File: config.mk
export PLATFORM = sky130hd
export DESIGN_NAME = ipv4_packet_checksum_core
export DESIGN_NICKNAME = d
export VERILOG_FILES = /design/src/ipc_pkg.sv /design/src/ipc_front.sv /design/src/ipc_fifo.sv /design/src/ipc_back.sv /design/src/ipv4_packet_checksum_core.sv
export VERILOG_INCLUDE_DIRS = /design/src /design/src/src
export SDC_FILE = /design/constraint.sdc
export NUM_CORES = 1
export LEC_CHECK = 0
export ABC_AREA = 1
export BUFFER_PORTS_ARGS = -buffer_cell sky130_fd_sc_hd__buf_2
export CORE_UTILIZATION = 60
export CTS_CLUSTER_DIAMETER = 40
export DETAILED_ROUTE_END_ITERATION = 10
export HOLD_SLACK_MARGIN = 0.06
export MAX_ROUTING_LAYER = met4
export PLACE_DENSITY_LB_ADDON = 0.15
export SLEW_MARGIN = 20
export SYNTH_ARGS = -nofsm -noshare
export SYNTH_HDL_FRONTEND = slang
export SYNTH_HIERARCHICAL = 1
export SYNTH_SLANG_ARGS = --single-unit
export TNS_END_PERCENT = 1
File: constraint.sdc
create_clock -name i_clk -period 15.3 [get_ports i_clk]
set_input_delay 0.765 -clock i_clk [delete_from_list [all_inputs] [get_ports i_clk]]
set_output_delay 0.765 -clock i_clk [all_outputs]
set_load 0.1 [all_outputs]
File: src/assert_macros.svh
// ----------------------------------------------------------------------------
// assert_macros.svh
// shared assertion shorthands, clocked on i_clk and quiet during reset
// ----------------------------------------------------------------------------
`ifndef ASSERT_MACROS_SVH
`define ASSERT_MACROS_SVH

// property must hold at every edge out of reset
`define IPC_ASSERT(lbl, prop, msg) \
    lbl: assert property (@(posedge i_clk) disable iff (!i_rst_n) prop) else $error(msg);

// expression must never be true at an edge out of reset
`define IPC_NEVER(lbl, expr, msg) \
    lbl: assert property (@(posedge i_clk) disable iff (!i_rst_n) !(expr)) else $error(msg);

`endif

File: src/ipc_pkg.sv
`timescale 1ns / 1ps
// ----------------------------------------------------------------------------
// ipc_pkg
// shared types, codes and helpers of the ipv4 checksum core
// ----------------------------------------------------------------------------
package ipc_pkg;

    localparam int QUEUE_DEPTH = 2;

    localparam logic [15:0] POS_LIMIT  = 16'hFFFF;
    localparam logic [3:0]  IHL_MIN    = 4'd5;
    localparam logic [7:0]  PROTO_ICMP = 8'd1;
    localparam logic [7:0]  PROTO_TCP  = 8'd6;
    localparam logic [7:0]  PROTO_UDP  = 8'd17;

    // register index of checksum_select
    localparam logic REG_SELECT = 1'b0;

    typedef enum logic [1:0] {
        ST_OK      = 2'd0,
        ST_SHORT   = 2'd1,
        ST_BAD_HDR = 2'd2
    } t_status;

    // one classified beat handed from front to back
    typedef struct packed {
        logic [15:0] word;
        logic        add_h;
        logic        add_p;
        logic        last;
        logic [7:0]  proto;
        logic [15:0] pseudo;
        t_status     status;
    } t_op;

    // ones-complement add with end-around carry
    function automatic logic [15:0] oc_add(input logic [15:0] a, input logic [15:0] b);
        logic [16:0] s;
        s = {1'b0, a} + {1'b0, b};
        return s[15:0] + {15'b0, s[16]};
    endfunction

endpackage

File: src/ipc_front.sv
`timescale 1ns / 1ps
// ----------------------------------------------------------------------------
// ipc_front
// parses the header fields, zeroes check fields and routes each 16-bit word
// ----------------------------------------------------------------------------
module ipc_front (
    input  logic           i_clk,
    input  logic           i_rst_n,
    input  logic           i_valid,
    input  logic [7:0]     i_byte,
    input  logic           i_last,
    input  logic           i_full,
    output logic           o_ready,
    output logic           o_push,
    output ipc_pkg::t_op   o_op
);
    import ipc_pkg::*;

    logic [15:0] r_pos, n_pos;
    logic [3:0]  r_ihl, n_ihl;
    logic [15:0] r_tlen, n_tlen;
    logic [7:0]  r_proto, n_proto;
    logic [7:0]  r_pend, n_pend;

    logic        accept;
    logic        taken;
    logic [15:0] hl;
    logic [15:0] q;
    logic [15:0] e;
    logic        counts;
    logic [7:0]  c;
    logic        tcp_udp;
    logic        emit;
    logic [15:0] pay_len;
    t_status     status;

    assign o_ready = !i_full;
    assign accept  = i_valid && o_ready;
    assign taken   = (r_pos != POS_LIMIT);

    always_comb begin
        n_ihl   = r_ihl;
        n_tlen  = r_tlen;
        n_proto = r_proto;
        if (taken && r_pos == 16'd0) begin
            n_ihl = i_byte[3:0];
        end
        if (taken && r_pos == 16'd2) begin
            n_tlen = {i_byte, r_tlen[7:0]};
        end
        if (taken && r_pos == 16'd3) begin
            n_tlen = {r_tlen[15:8], i_byte};
        end
        if (taken && r_pos == 16'd9) begin
            n_proto = i_byte;
        end
    end

    assign hl      = {10'd0, n_ihl, 2'b00};
    assign q       = r_pos - hl;
    assign tcp_udp = (n_proto == PROTO_TCP) || (n_proto == PROTO_UDP);

    // decide whether this byte takes part in the sum
    always_comb begin
        if (r_pos < hl) begin
            counts = !(r_pos == 16'd10 || r_pos == 16'd11);
        end else if (r_pos >= n_tlen) begin
            counts = 1'b0;
        end else begin
            case (n_proto)
                PROTO_TCP:  counts = !(q == 16'd16 || q == 16'd17);
                PROTO_UDP:  counts = !(q == 16'd6 || q == 16'd7);
                PROTO_ICMP: counts = !(q == 16'd2 || q == 16'd3);
                default:    counts = 1'b1;
            endcase
        end
    end

    assign c = counts ? i_byte : 8'd0;

    // a word closes on an odd byte, or a padded one closes on the last beat
    assign emit = (taken && r_pos[0]) || i_last;
    assign e    = {r_pos[15:1], 1'b0};

    assign n_pos  = taken ? (r_pos + 16'd1) : r_pos;
    assign n_pend = (taken && !r_pos[0]) ? c : r_pend;

    assign pay_len = (n_tlen >= hl) ? (n_tlen - hl) : 16'd0;

    always_comb begin
        if (n_ihl < IHL_MIN || n_tlen < hl) begin
            status = ST_BAD_HDR;
        end else if (n_pos < n_tlen) begin
            status = ST_SHORT;
        end else begin
            status = ST_OK;
        end
    end

    always_comb begin
        o_op.word   = {n_pend, (taken && r_pos[0]) ? c : 8'd0};
        o_op.add_h  = 1'b0;
        o_op.add_p  = 1'b0;
        if (e < hl) begin
            o_op.add_h = 1'b1;
            o_op.add_p = (e >= 16'd12) && (e <= 16'd18) && tcp_udp;
        end else if (e < n_tlen) begin
            o_op.add_p = 1'b1;
        end
        o_op.last   = i_last;
        o_op.proto  = n_proto;
        o_op.pseudo = tcp_udp ? oc_add({8'd0, n_proto}, pay_len) : 16'd0;
        o_op.status = status;
    end

    assign o_push = accept && emit;

    always_ff @(posedge i_clk) begin
        if (!i_rst_n) begin
            r_pos   <= '0;
            r_ihl   <= '0;
            r_tlen  <= '0;
            r_proto <= '0;
            r_pend  <= '0;
        end else if (accept) begin
            if (i_last) begin
                r_pos   <= '0;
                r_ihl   <= '0;
                r_tlen  <= '0;
                r_proto <= '0;
                r_pend  <= '0;
            end else begin
                r_pos   <= n_pos;
                r_ihl   <= n_ihl;
                r_tlen  <= n_tlen;
                r_proto <= n_proto;
                r_pend  <= n_pend;
            end
        end
    end

`include "assert_macros.svh"

    `IPC_ASSERT(a_front_clear, (accept && i_last) |=> (r_pos == 16'd0 && r_ihl == 4'd0), "packet state not cleared after last beat")
    `IPC_ASSERT(a_front_sat, (accept && !i_last && !taken) |=> (r_pos == POS_LIMIT), "byte position left saturation")

endmodule

File: src/ipc_fifo.sv
`timescale 1ns / 1ps
// ----------------------------------------------------------------------------
// ipc_fifo
// short queue of classified beats between front and back
// ----------------------------------------------------------------------------
module ipc_fifo #(
    parameter int DEPTH = ipc_pkg::QUEUE_DEPTH
) (
    input  logic           i_clk,
    input  logic           i_rst_n,
    input  logic           i_push,
    input  ipc_pkg::t_op   i_entry,
    input  logic           i_pop,
    output ipc_pkg::t_op   o_head,
    output logic           o_full,
    output logic           o_empty
);
    import ipc_pkg::*;

    localparam int PW = $clog2(DEPTH);
    localparam int CW = $clog2(DEPTH + 1);

    t_op           r_mem [DEPTH];
    logic [PW-1:0] r_wptr;
    logic [PW-1:0] r_rptr;
    logic [CW-1:0] r_count;

    assign o_full  = (r_count == CW'(DEPTH));
    assign o_empty = (r_count == '0);
    assign o_head  = r_mem[r_rptr];

    always_ff @(posedge i_clk) begin
        if (i_push) begin
            r_mem[r_wptr] <= i_entry;
        end
    end

    always_ff @(posedge i_clk) begin
        if (!i_rst_n) begin
            r_wptr  <= '0;
            r_rptr  <= '0;
            r_count <= '0;
        end else begin
            if (i_push) begin
                r_wptr <= (r_wptr == PW'(DEPTH - 1)) ? '0 : r_wptr + 1'b1;
            end
            if (i_pop) begin
                r_rptr <= (r_rptr == PW'(DEPTH - 1)) ? '0 : r_rptr + 1'b1;
            end
            case ({i_push, i_pop})
                2'b10:   r_count <= r_count + 1'b1;
                2'b01:   r_count <= r_count - 1'b1;
                default: r_count <= r_count;
            endcase
        end
    end

`include "assert_macros.svh"

    `IPC_NEVER(a_fifo_overrun, i_push && o_full, "beat pushed into full queue")
    `IPC_NEVER(a_fifo_underrun, i_pop && o_empty, "beat popped from empty queue")

endmodule

File: src/ipc_back.sv
`timescale 1ns / 1ps
// ----------------------------------------------------------------------------
// ipc_back
// accumulates header and payload sums and registers the finished result
// ----------------------------------------------------------------------------
module ipc_back (
    input  logic               i_clk,
    input  logic               i_rst_n,
    input  logic               i_sel,
    input  logic               i_empty,
    input  ipc_pkg::t_op       i_head,
    output logic               o_pop,
    output logic               o_valid,
    input  logic               i_ready,
    output logic [15:0]        o_checksum,
    output logic [7:0]         o_proto,
    output ipc_pkg::t_status   o_status
);
    import ipc_pkg::*;

    logic [15:0] r_hsum;
    logic [15:0] r_psum;
    logic        r_valid;
    logic [15:0] r_checksum;
    logic [7:0]  r_proto;
    t_status     r_status;

    logic [15:0] n_hsum;
    logic [15:0] n_psum;
    logic [15:0] n_final;

    assign n_hsum  = oc_add(r_hsum, i_head.add_h ? i_head.word : 16'd0);
    assign n_psum  = oc_add(r_psum, i_head.add_p ? i_head.word : 16'd0);
    assign n_final = i_sel ? oc_add(n_psum, i_head.pseudo) : n_hsum;

    // a closing beat waits until the output register is free
    assign o_pop = !i_empty && (!i_head.last || !r_valid || i_ready);

    always_ff @(posedge i_clk) begin
        if (!i_rst_n) begin
            r_hsum  <= '0;
            r_psum  <= '0;
            r_valid <= 1'b0;
        end else begin
            if (o_pop && i_head.last) begin
                r_hsum  <= '0;
                r_psum  <= '0;
                r_valid <= 1'b1;
            end else begin
                if (o_pop) begin
                    r_hsum <= n_hsum;
                    r_psum <= n_psum;
                end
                if (i_ready) begin
                    r_valid <= 1'b0;
                end
            end
        end
    end

    always_ff @(posedge i_clk) begin
        if (o_pop && i_head.last) begin
            r_checksum <= ~n_final;
            r_proto    <= i_head.proto;
            r_status   <= i_head.status;
        end
    end

    assign o_valid    = r_valid;
    assign o_checksum = r_checksum;
    assign o_proto    = r_proto;
    assign o_status   = r_status;

`include "assert_macros.svh"

    `IPC_ASSERT(a_back_close, (o_pop && i_head.last) |=> (r_valid && r_hsum == 16'd0 && r_psum == 16'd0), "result not loaded or sums not cleared")

endmodule

File: src/ipv4_packet_checksum_core.sv
`timescale 1ns / 1ps
// result: the last beat is queued in the fifo, and its pop loads the output register
//   and sets m_axis_tvalid while that register is free; a held result keeps the closing beat queued
// throughput: one packet byte per cycle while the queue has room; a full queue
//   holds s_axis_tready low
// reset: i_rst_n is synchronous, active low; it clears packet state, the queue,
//   the output valid and checksum_select, no clearing pass is needed
// ----------------------------------------------------------------------------
// ipv4_packet_checksum_core
// streaming ipv4 header or transport checksum with an apb select register
// ----------------------------------------------------------------------------
module ipv4_packet_checksum_core #(
    parameter int QDEPTH = ipc_pkg::QUEUE_DEPTH
) (
    input  logic        i_clk,
    input  logic        i_rst_n,
    input  logic        s_axis_tvalid,
    output logic        s_axis_tready,
    input  logic [7:0]  s_axis_tdata,   // [7:0] packet_byte
    input  logic        s_axis_tlast,
    output logic        m_axis_tvalid,
    input  logic        m_axis_tready,
    output logic [31:0] m_axis_tdata,   // [15:0] checksum, [23:16] protocol_seen,
                                        // [25:24] status, [31:26] zero
    input  logic        psel,
    input  logic        penable,
    input  logic        pwrite,
    input  logic [2:0]  paddr,
    input  logic [31:0] pwdata,
    output logic [31:0] prdata,
    output logic        pready
);
    import ipc_pkg::*;

    logic        r_sel;
    logic        push;
    logic        pop;
    logic        full;
    logic        empty;
    t_op         op_in;
    t_op         op_head;
    logic [15:0] checksum;
    logic [7:0]  proto;
    t_status     status;

    assign pready = 1'b1;

    always_ff @(posedge i_clk) begin
        if (!i_rst_n) begin
            r_sel <= 1'b0;
        end else if (psel && penable && pwrite && pready && paddr[2] == REG_SELECT) begin
            r_sel <= pwdata[0];
        end
    end

    assign prdata = (paddr[2] == REG_SELECT) ? {31'd0, r_sel} : 32'd0;

    ipc_front u_front (
        .i_clk   (i_clk),
        .i_rst_n (i_rst_n),
        .i_valid (s_axis_tvalid),
        .i_byte  (s_axis_tdata),
        .i_last  (s_axis_tlast),
        .i_full  (full),
        .o_ready (s_axis_tready),
        .o_push  (push),
        .o_op    (op_in)
    );

    ipc_fifo #(
        .DEPTH (QDEPTH)
    ) u_fifo (
        .i_clk   (i_clk),
        .i_rst_n (i_rst_n),
        .i_push  (push),
        .i_entry (op_in),
        .i_pop   (pop),
        .o_head  (op_head),
        .o_full  (full),
        .o_empty (empty)
    );

    ipc_back u_back (
        .i_clk      (i_clk),
        .i_rst_n    (i_rst_n),
        .i_sel      (r_sel),
        .i_empty    (empty),
        .i_head     (op_head),
        .o_pop      (pop),
        .o_valid    (m_axis_tvalid),
        .i_ready    (m_axis_tready),
        .o_checksum (checksum),
        .o_proto    (proto),
        .o_status   (status)
    );

    assign m_axis_tdata = {6'd0, status, proto, checksum};

endmodule
After elaboration in Yosys (flattened, before gate mapping)

Memory sizes are Yosys's and may differ from the RTL's. A register that Yosys moved wholly into a read port is not among the register bits.
Cells that the tools add are included.

Register bits after elaboration: 116
Bits of input ports: 51
Memories kept: 1
Logic and storage cells: 136
RAM bits: 90
Output and inout port bits: 67

Memories:

| memory       | depth | bits a word | read ports | clocked after memory_dff | write ports | RTL line       | text |
|---|---|---|---|---|---|---|---|
| u_fifo.r_mem | 2     | 45          | 1          | 1                        | 1           | ipc_fifo.sv:23 | `t_op r_mem [DEPTH];` |

Order comparisons: 10
Muxes and demuxes: 36
Add/subtract/negate cells: 15
Bitwise gates (word level): 3
Eq/ne operators: 18
Reductions and logical operators: 38

Operators by type and width:

| kind                  | count |
|---|---|
| $mux 16               | 10 |
| $add 16x1->16         | 4 |
| $eq 16x2->1 const B   | 4 |
| $add 16x16->17        | 3 |
| $eq 16x4->1 const B   | 3 |
| $lt 16x6->1           | 3 |
| $mux 8                | 6 |
| $eq 16x3->1 const B   | 2 |
| $eq 16x5->1 const B   | 2 |
| $lt 16x16->1          | 2 |
| $sub 16x6->16         | 2 |
| $add 8x16->17         | 1 |
| $add 16x1->16 const B | 1 |
| $ge 16x16->1          | 1 |
| $ge 16x4->1 const B   | 1 |
| $ge 16x6->1           | 1 |
| $le 16x5->1 const B   | 1 |
| $logic_not 16->1      | 1 |
| $ne 16x16->1 const B  | 1 |
| $not 16->16           | 1 |
| $logic_and 1x1->1     | 15 |
| $mux 1                | 15 |
| $logic_not 1->1       | 9 |
| $logic_or 1x1->1      | 9 |
| other kinds (17)      | 22 |

Logic depth before layout (Yosys ltp)

Gate-level depths: netlist (run 1).

Depth in word-level cells: 13
Mapped depth: 52
Mapped depth without buffers: 50

Modules after synthesis

Netlist (run 1), hierarchy kept.

Modules (own cells, without submodules):

| module                    | sequential area each (um2) | cells an instance | times used | area an instance (um2) |
|---|---|---|---|---|
| ipc_back                  | 1441.4                     | 1085              | 1          | 6563.8 |
| ipc_front                 | 1041.0                     | 1018              | 1          | 6189.7 |
| ipc_fifo                  | 2802.7                     | 175               | 1          | 3677.3 |
| ipv4_packet_checksum_core | 20.0                       | 52                | 1          | 359.1 |

Worst setup path after synthesis (run 1)

No wires, ideal clock.

Path kind: register to register
From: register u_front.r_pos[0]
To: memory u_fifo/r_mem[0][16] (netlist name) (data pin)
Arrival time: 5737 ps
Required time: 15045 ps
Clock period less this slack: 5992 ps
Stages on the path, launching flop included: 42
Setup slack: 9308 ps
Library setup time: 255 ps
Buffers on the path: 0
Path through: dfxtp_1 inv_1 ha_1 nand2_1 nor2_2 nand2_2 o21ai_0 inv_1 fa_1 inv_1 nand3_2 nand2_2 nor2_2 nand2_4 inv_2 nor2_1 ha_1 inv_1 (+6 left out) nor2_4 nand3_1 nor3_1 ha_1 ha_1 nand2_1 nor2_1 inv_1 nor2_1 nand3_1 nor2_1 nand2_1 nor2_4 nand2_2 nor2_4 nand3_2 nor2_1 nor2_1

RTL lines:

| element                | RTL line         | text |
|---|---|---|
| start, declared        | ipc_front.sv:19  | `logic [15:0] r_pos, n_pos;` |
| start signal, assigned | ipc_front.sv:133 | `r_pos <= n_pos;` |
| end, declared          | ipc_fifo.sv:23   |  |

==> summary.txt, run 1 <==
# Max-Cap Violations: 0
XOR/XNOR Fraction of Synth Area: 1.97%
Period minus WS final: 8.39 ns
Slew headroom: 44.0%
LEAKAGE: 0.00900 uW
Die footprint: 28700 um^2
Crit path largest cell delay: 0.71 ns
Final antenna-violating net count: 0
Synth Area in Adders: 8.91%
Achievable Freq: 119 MHz
Clk sinks: 207
Fraction of the mapped netlist area in simple logic gates: 33.4%
Critical path's slowest cell: o21ai_0
Sequential area share after synthesis: 31.6%
Startpoint types: flip-flop
Mux cell area share after synthesis: 3.97%
Slew @ Worst Pin: 0.832 ns
Clock transition at path regs: 0.06 ns
# hold bufs at CTS: 0
Starting Density: 61.8%
Critical path required time: 15.57 ns
Die Width: 169 um
Final WS setup: 6.91 ns
Tcrit/Tclk final: 54.8%
Finished Cell Area: 18200 um^2
Layout cells sized above 1: 13.6%
Worst-path fanout max: 22
Worst-Skew Late Latency: 0.51 ns
Worst EP arrival: 8.66 ns
Status: finished clean
Clk buf depth: 3
CTS tree: yes
Register area: 5310 um^2
Area of the multi-input gates: 9720 um^2
Count of nets after finishing: 2532
Gr ovfl total: 0
Synth Instances: 2330
Placed inst area: 17100 um^2
Dominant cell type by area after synthesis: edfxtp_1
Initial antenna violation count: 1
Synth-to-layout area growth: 8.66%
Core Util, Final: 67.1%
EDFF count, synth: 116
Fillers: 2413
Die height: 169 um
Largest family of logic cells by synthesized area: simple AND/OR/NAND/NOR gates
Detailed Place HPWL: 32.7 mm
Worst-case clock skew: 0.0311 ns
CP bufs+invs: 6
1st-pass router iterations: 7
DR WL/cell: 15.3 um
Total Wirelength: 42.3 mm
Worst VDD drop: 87.2 uV
Hold crit path type: reg2reg
Pre-CTS setup slack: 7.13 ns
Synth warn: 6
Cts bufs inserted: 34
Setup TNS Final: 0 ns
Global-route wire length before repair: 67.7 mm
Cell Pwr Density: 205 nW/um^2
Area share of the largest cell type after synthesis: 20.7%
Synthesized flop and latch total: 207
H-tree depth: 2
Final hold viol count: 0
Unrepaired setup endpoints after global routing: no
Largest net degree at the start of global routing: 63
Crit path capture type: flip-flop
Routability cong.: 0.984
Core box area: 27200 um^2
# rows: 60
Synth Area per Inst: 7.21 um^2
DRC Markers: 0
Final setup viols: 0
Vias: 14900
Avg Vias per Cell: 5.38
Most used cell, CP: nor2_1
Post_cts resized: 0
Compound-Gate Fraction of Synth Area: 8.58%
Ys flop type: edfxtp_1
Vias in the first global route: 13700
# port buffers: 46
Final Slew Violations: 0
Critical path class: reg2reg
Total track usage: 30.6%
Area contributors post-synth: edfxtp_1, nand2_1, dfxtp_1, ha_1, inv_1
Mapped cell area: 16800 um^2
First DRT Iteration DRCs: 1018
Netlist cell types: 62
CP delay by family, top: simple AND/OR/NAND/NOR gates
Post-synth ARST share: 0%
Post-CTS setup buffer count: 0
I/O Pins: 118
CTS Root Cell: clkbuf_16
[routing by layer]
layer	global-route usage (%)	vias up	wire length (um)
li1	-	7530	-
met1	36.0	6798	17900
met2	53.4	444	20700
met3	3.36	90	2160
met4	12.3	0	1490
met5	-	-	0
[final cells by class]
class,count,share of cell area [%]
Antenna cell,1,0.0137
Clock buffer,42,5.35
Clock inverter,20,1.05
Inverter,339,6.97
Multi-Input combinational cell,1726,53.3
Sequential cell,207,29.1
Tap cell,372,2.55
Timing Repair Buffer,57,1.71
[synthesized netlist by cell type (33+ instances only)]
cell,count
buf_4,43
nand4_1,33
nand2_2,41
mux2_4,40
a21oi_1,130
nand3_1,157
o21ai_0,59
nor2_1,174
inv_1,321
ha_1,110
dfxtp_1,91
nand2_1,699
edfxtp_1,116
[logic make-up after synthesis]
kind of cell	after synthesis
flip-flops	207
AO/OA/AOI/OAI	254
XOR/XNOR	37
adder cells (fa/ha/maj)	116
AND/OR/NAND/NOR	1235
multiplexers	46
other	2
buffers and inverters	433
[cells in the final DEF (no fill, tap or decap), drive strengths merged, types with 3 or more instances in the layout]
| cell | instances |
|---|---|
| a211oi | 3 |
| a21boi | 8 |
| a21o | 3 |
| a21oi | 135 |
| a31oi | 10 |
| and2 | 5 |
| buf | 57 |
| clkbuf | 42 |
| clkinv | 6 |
| clkinvlp | 5 |
| conb | 38 |
| dfxtp | 91 |
| edfxtp | 116 |
| fa | 6 |
| ha | 110 |
| inv | 347 |
| mux2 | 45 |
| nand2 | 747 |
| nand3 | 174 |
| nand3b | 11 |
| nand4 | 36 |
| nor2 | 222 |
| nor3 | 22 |
| nor4 | 3 |
| o21ai | 73 |
| o21bai | 5 |
| o22ai | 5 |
| o31ai | 3 |
| or2 | 13 |
| xnor2 | 13 |
| xor2 | 24 |
[flip-flops by register name, summed over array words and instances, names as in the netlist, 4 cells and up, named ones only]
register           count
u_back/r_psum         16
u_front/r_tlen        16
u_front/r_proto        8
u_fifo/r_mem          90
u_back/o_proto         8
u_back/o_checksum     16
u_front/r_ihl          4
u_front/r_pend         8
u_front/r_pos         16
u_back/r_hsum         16
[metrics by stage]
| stage | power, uW | cells | hold WS [ns] |
|---|---|---|---|
| after global routing | 4020 | 2764 | 0.476 |
| after detailed placement | 2960 | 2701 | 0.455 |
| final | 3750 | 2764 | 0.464 |
| after global placement | 2910 | 2701 | 0.447 |
| after CTS | 3740 | 2763 | 0.464 |
| after floorplan | 2520 | 2366 | 0.441 |
[power by group]
group	internal (uW)	total (uW)	switching [uW]
registers	716	761	44.8
logic	651	2220	1570
clock network	482	771	289
[worst paths after layout]
path | depth (start not counted) | endpoint | slack, ns | from
hold / removal | 2 | u_front/r_proto[6] | 0.46 | u_front/r_proto[6]
hold reg to reg | 2 | u_front/r_proto[6] | 0.46 | u_front/r_proto[6]
setup / recovery | 40 | u_fifo/r_mem[0][17] | 6.91 | u_front/r_pos[10]
setup reg to reg | 40 | u_fifo/r_mem[0][17] | 6.91 | u_front/r_pos[10]
[worst min-delay path, stage by stage (launching register included)]
cell     delay, ns
dfxtp_1       0.31
nand2_1       0.06
a21oi_1       0.05
Power figures use the tool's default switching activity.
==> run 2: changes to the inputs <==
- CORE_UTILIZATION: 60 -> 56
- clock period: 15.3 -> 6.9 ns (I/O delays scaled with it)
==> summary.txt, run 2 (synthesis gave the netlist of run 1 again) <==
Gr ovfl total: 0
Worst-path fanout max: 7
Startpoint types: flip-flop
Clock transition at path regs: 0.06 ns
Avg Vias per Cell: 5.26
Vias: 15000
Worst Reg2Reg Path Length in Cells: 43
Global-route wire length before repair: 70.7 mm
Finished Layout Cells: 2858
Layout cells sized above 1: 17.3%
Slew @ Worst Pin: 0.815 ns
Total Wirelength: 44.6 mm
# Max-Cap Violations: 0
1st-pass router iterations: 5
Crit path capture type: flip-flop
Slew headroom: 45.1%
Status: finished clean
# port buffers: 46
Critical Path End: u_fifo/r_mem[1][16]
Die height: 175 um
Final Slew Violations: 0
Count of nets after finishing: 2606
Vias in the first global route: 14100
Worst VDD drop: 209 uV
Largest net degree at the start of global routing: 63
Starting Density: 56.8%
Most frequent cells in the layout: nand2_1, inv_1, nor2_1, nand3_1, a21oi_1
Reg-to-reg setup timing slack: 0.40 ns
Register area: 5310 um^2
I/O Pins: 118
DRC Markers: 0
Routability cong.: 0.948
Cell Count Post-Placement: 2784
Critical path required time: 7.17 ns
Worst EP arrival: 6.77 ns
Crit path largest cell delay: 0.41 ns
Die footprint: 30700 um^2
Clk buf depth: 3
Tot Pwr: 8660 uW
First DRT Iteration DRCs: 1080
Worst Setup SP: u_front/r_pos[15]
Most used cell, CP: nor2_1
Core box area: 29600 um^2
Reg-to-Reg End: u_fifo/r_mem[1][16]
LEAKAGE: 0.00940 uW
Unrepaired setup endpoints after global routing: yes
Final worst hold slack: 0.0954 ns
Clk sinks: 207
# rows: 63
H-tree depth: 2
Period minus WS final: 6.50 ns
Pre-CTS setup slack: 0.181 ns
CTS tree: yes
Area of the multi-input gates: 9850 um^2
Max reg flops: 90
Setup TNS Final: 0 ns
Critical path's slowest cell: fa_1
CTS Root Cell: clkbuf_16
Achievable Freq: 154 MHz
Cell Pwr Density: 455 nW/um^2
Final antenna-violating net count: 0
Critical path class: reg2reg
Hold crit path type: in2reg
Top reg by flops: u_fifo/r_mem
Final WS setup: 0.401 ns
Final hold viol count: 0
Detailed Place HPWL: 34.4 mm
Final setup viols: 0
Die Width: 175 um
Reg2reg start: u_front/r_pos[15]
Tcrit/Tclk final: 94.2%
Initial antenna violation count: 1
Fillers: 2643
Most common cell after layout, fill and taps aside: nand2_1
Worst-case clock skew: 0.0296 ns
Total track usage: 29.8%
Cts bufs inserted: 37
Synth-to-layout area growth: 13.4%
DR WL/cell: 15.6 um
Worst-Skew Late Latency: 0.52 ns
## run 2: changes by cell type in the layout (fill, tap and decap cells not counted), sizes merged
cell      previous run  this run
inv                347       349
clkinvlp             5         3
clkbuf              42        40
buf                 57       128
clkinv               6        13
## run 2: worst max-delay path: cells and delay by family, from the launching register on
family	cells	cell delay (ns)
AND/OR/NAND/NOR	28	3.37
AO/OA/AOI/OAI	2	0.30
buffers and inverters	7	0.67
flip-flops	1	0.31
adder cells (fa/ha/maj)	6	1.58
## run 2: area by class of cell
| cell class | instances | area share [%] |
|---|---|---|
| Timing Repair Buffer | 128 | 4.51 |
| Inverter | 339 | 6.68 |
| Antenna cell | 1 | 0.0131 |
| Clock buffer | 40 | 4.97 |
| Tap cell | 390 | 2.56 |
| Sequential cell | 207 | 27.9 |
| Multi-Input combinational cell | 1726 | 51.7 |
| Clock inverter | 27 | 1.66 |
## run 2: stage by stage
step | instance area [um^2] | utilization, %
after floorplan | 16900 | -
after global placement | 17600 | 59.5
after detailed placement | 17600 | 59.5
after CTS | 18900 | 63.8
after global routing | 19000 | 64.4
final | 19000 | 64.4
## run 2: what timing repair did
action                                 4_1_cts  5_1_grt
setup endpoints to repair                    0       26
endpoints found under the hold margin        0        0
buffers inserted                             0        6
hold buffers                                 0        0
resized for setup                            0       38
## run 2: power by group
| part | switching [uW] | total, uW | internal (uW) |
|---|---|---|---|
| Combinational | 3590 | 5140 | 1560 |
| Clock | 725 | 1810 | 1090 |
| Sequential | 117 | 1710 | 1590 |
| Total | 4430 | 8660 | 4230 |
## run 2: layer usage
layer / global-route usage [%] / share of wire [%] / up-vias
met5: - / 0 / -
met4: 11.2 / 3.8 / 0
met3: 3.26 / 4.3 / 82
met2: 51.8 / 49 / 419
met1: 35.3 / 43 / 6836
li1: - / - / 7683
## run 2: worst min path at each step
stage | startpoint | end | slack, ns | cells after the start
floorplan | u_front/r_pend[0] | u_front/r_pend[0] | 0.44 | 2
global placement | u_front/r_pend[6] | u_front/r_pend[6] | 0.45 | 2
detailed placement | u_front/r_pend[6] | u_front/r_pend[6] | 0.46 | 2
CTS | s_axis_tlast | u_fifo/r_mem[1][26] | 0.07 | 1
global route | s_axis_tlast | u_fifo/r_mem[1][26] | 0.09 | 1
finish | s_axis_tlast | u_fifo/r_mem[1][26] | 0.1 | 1
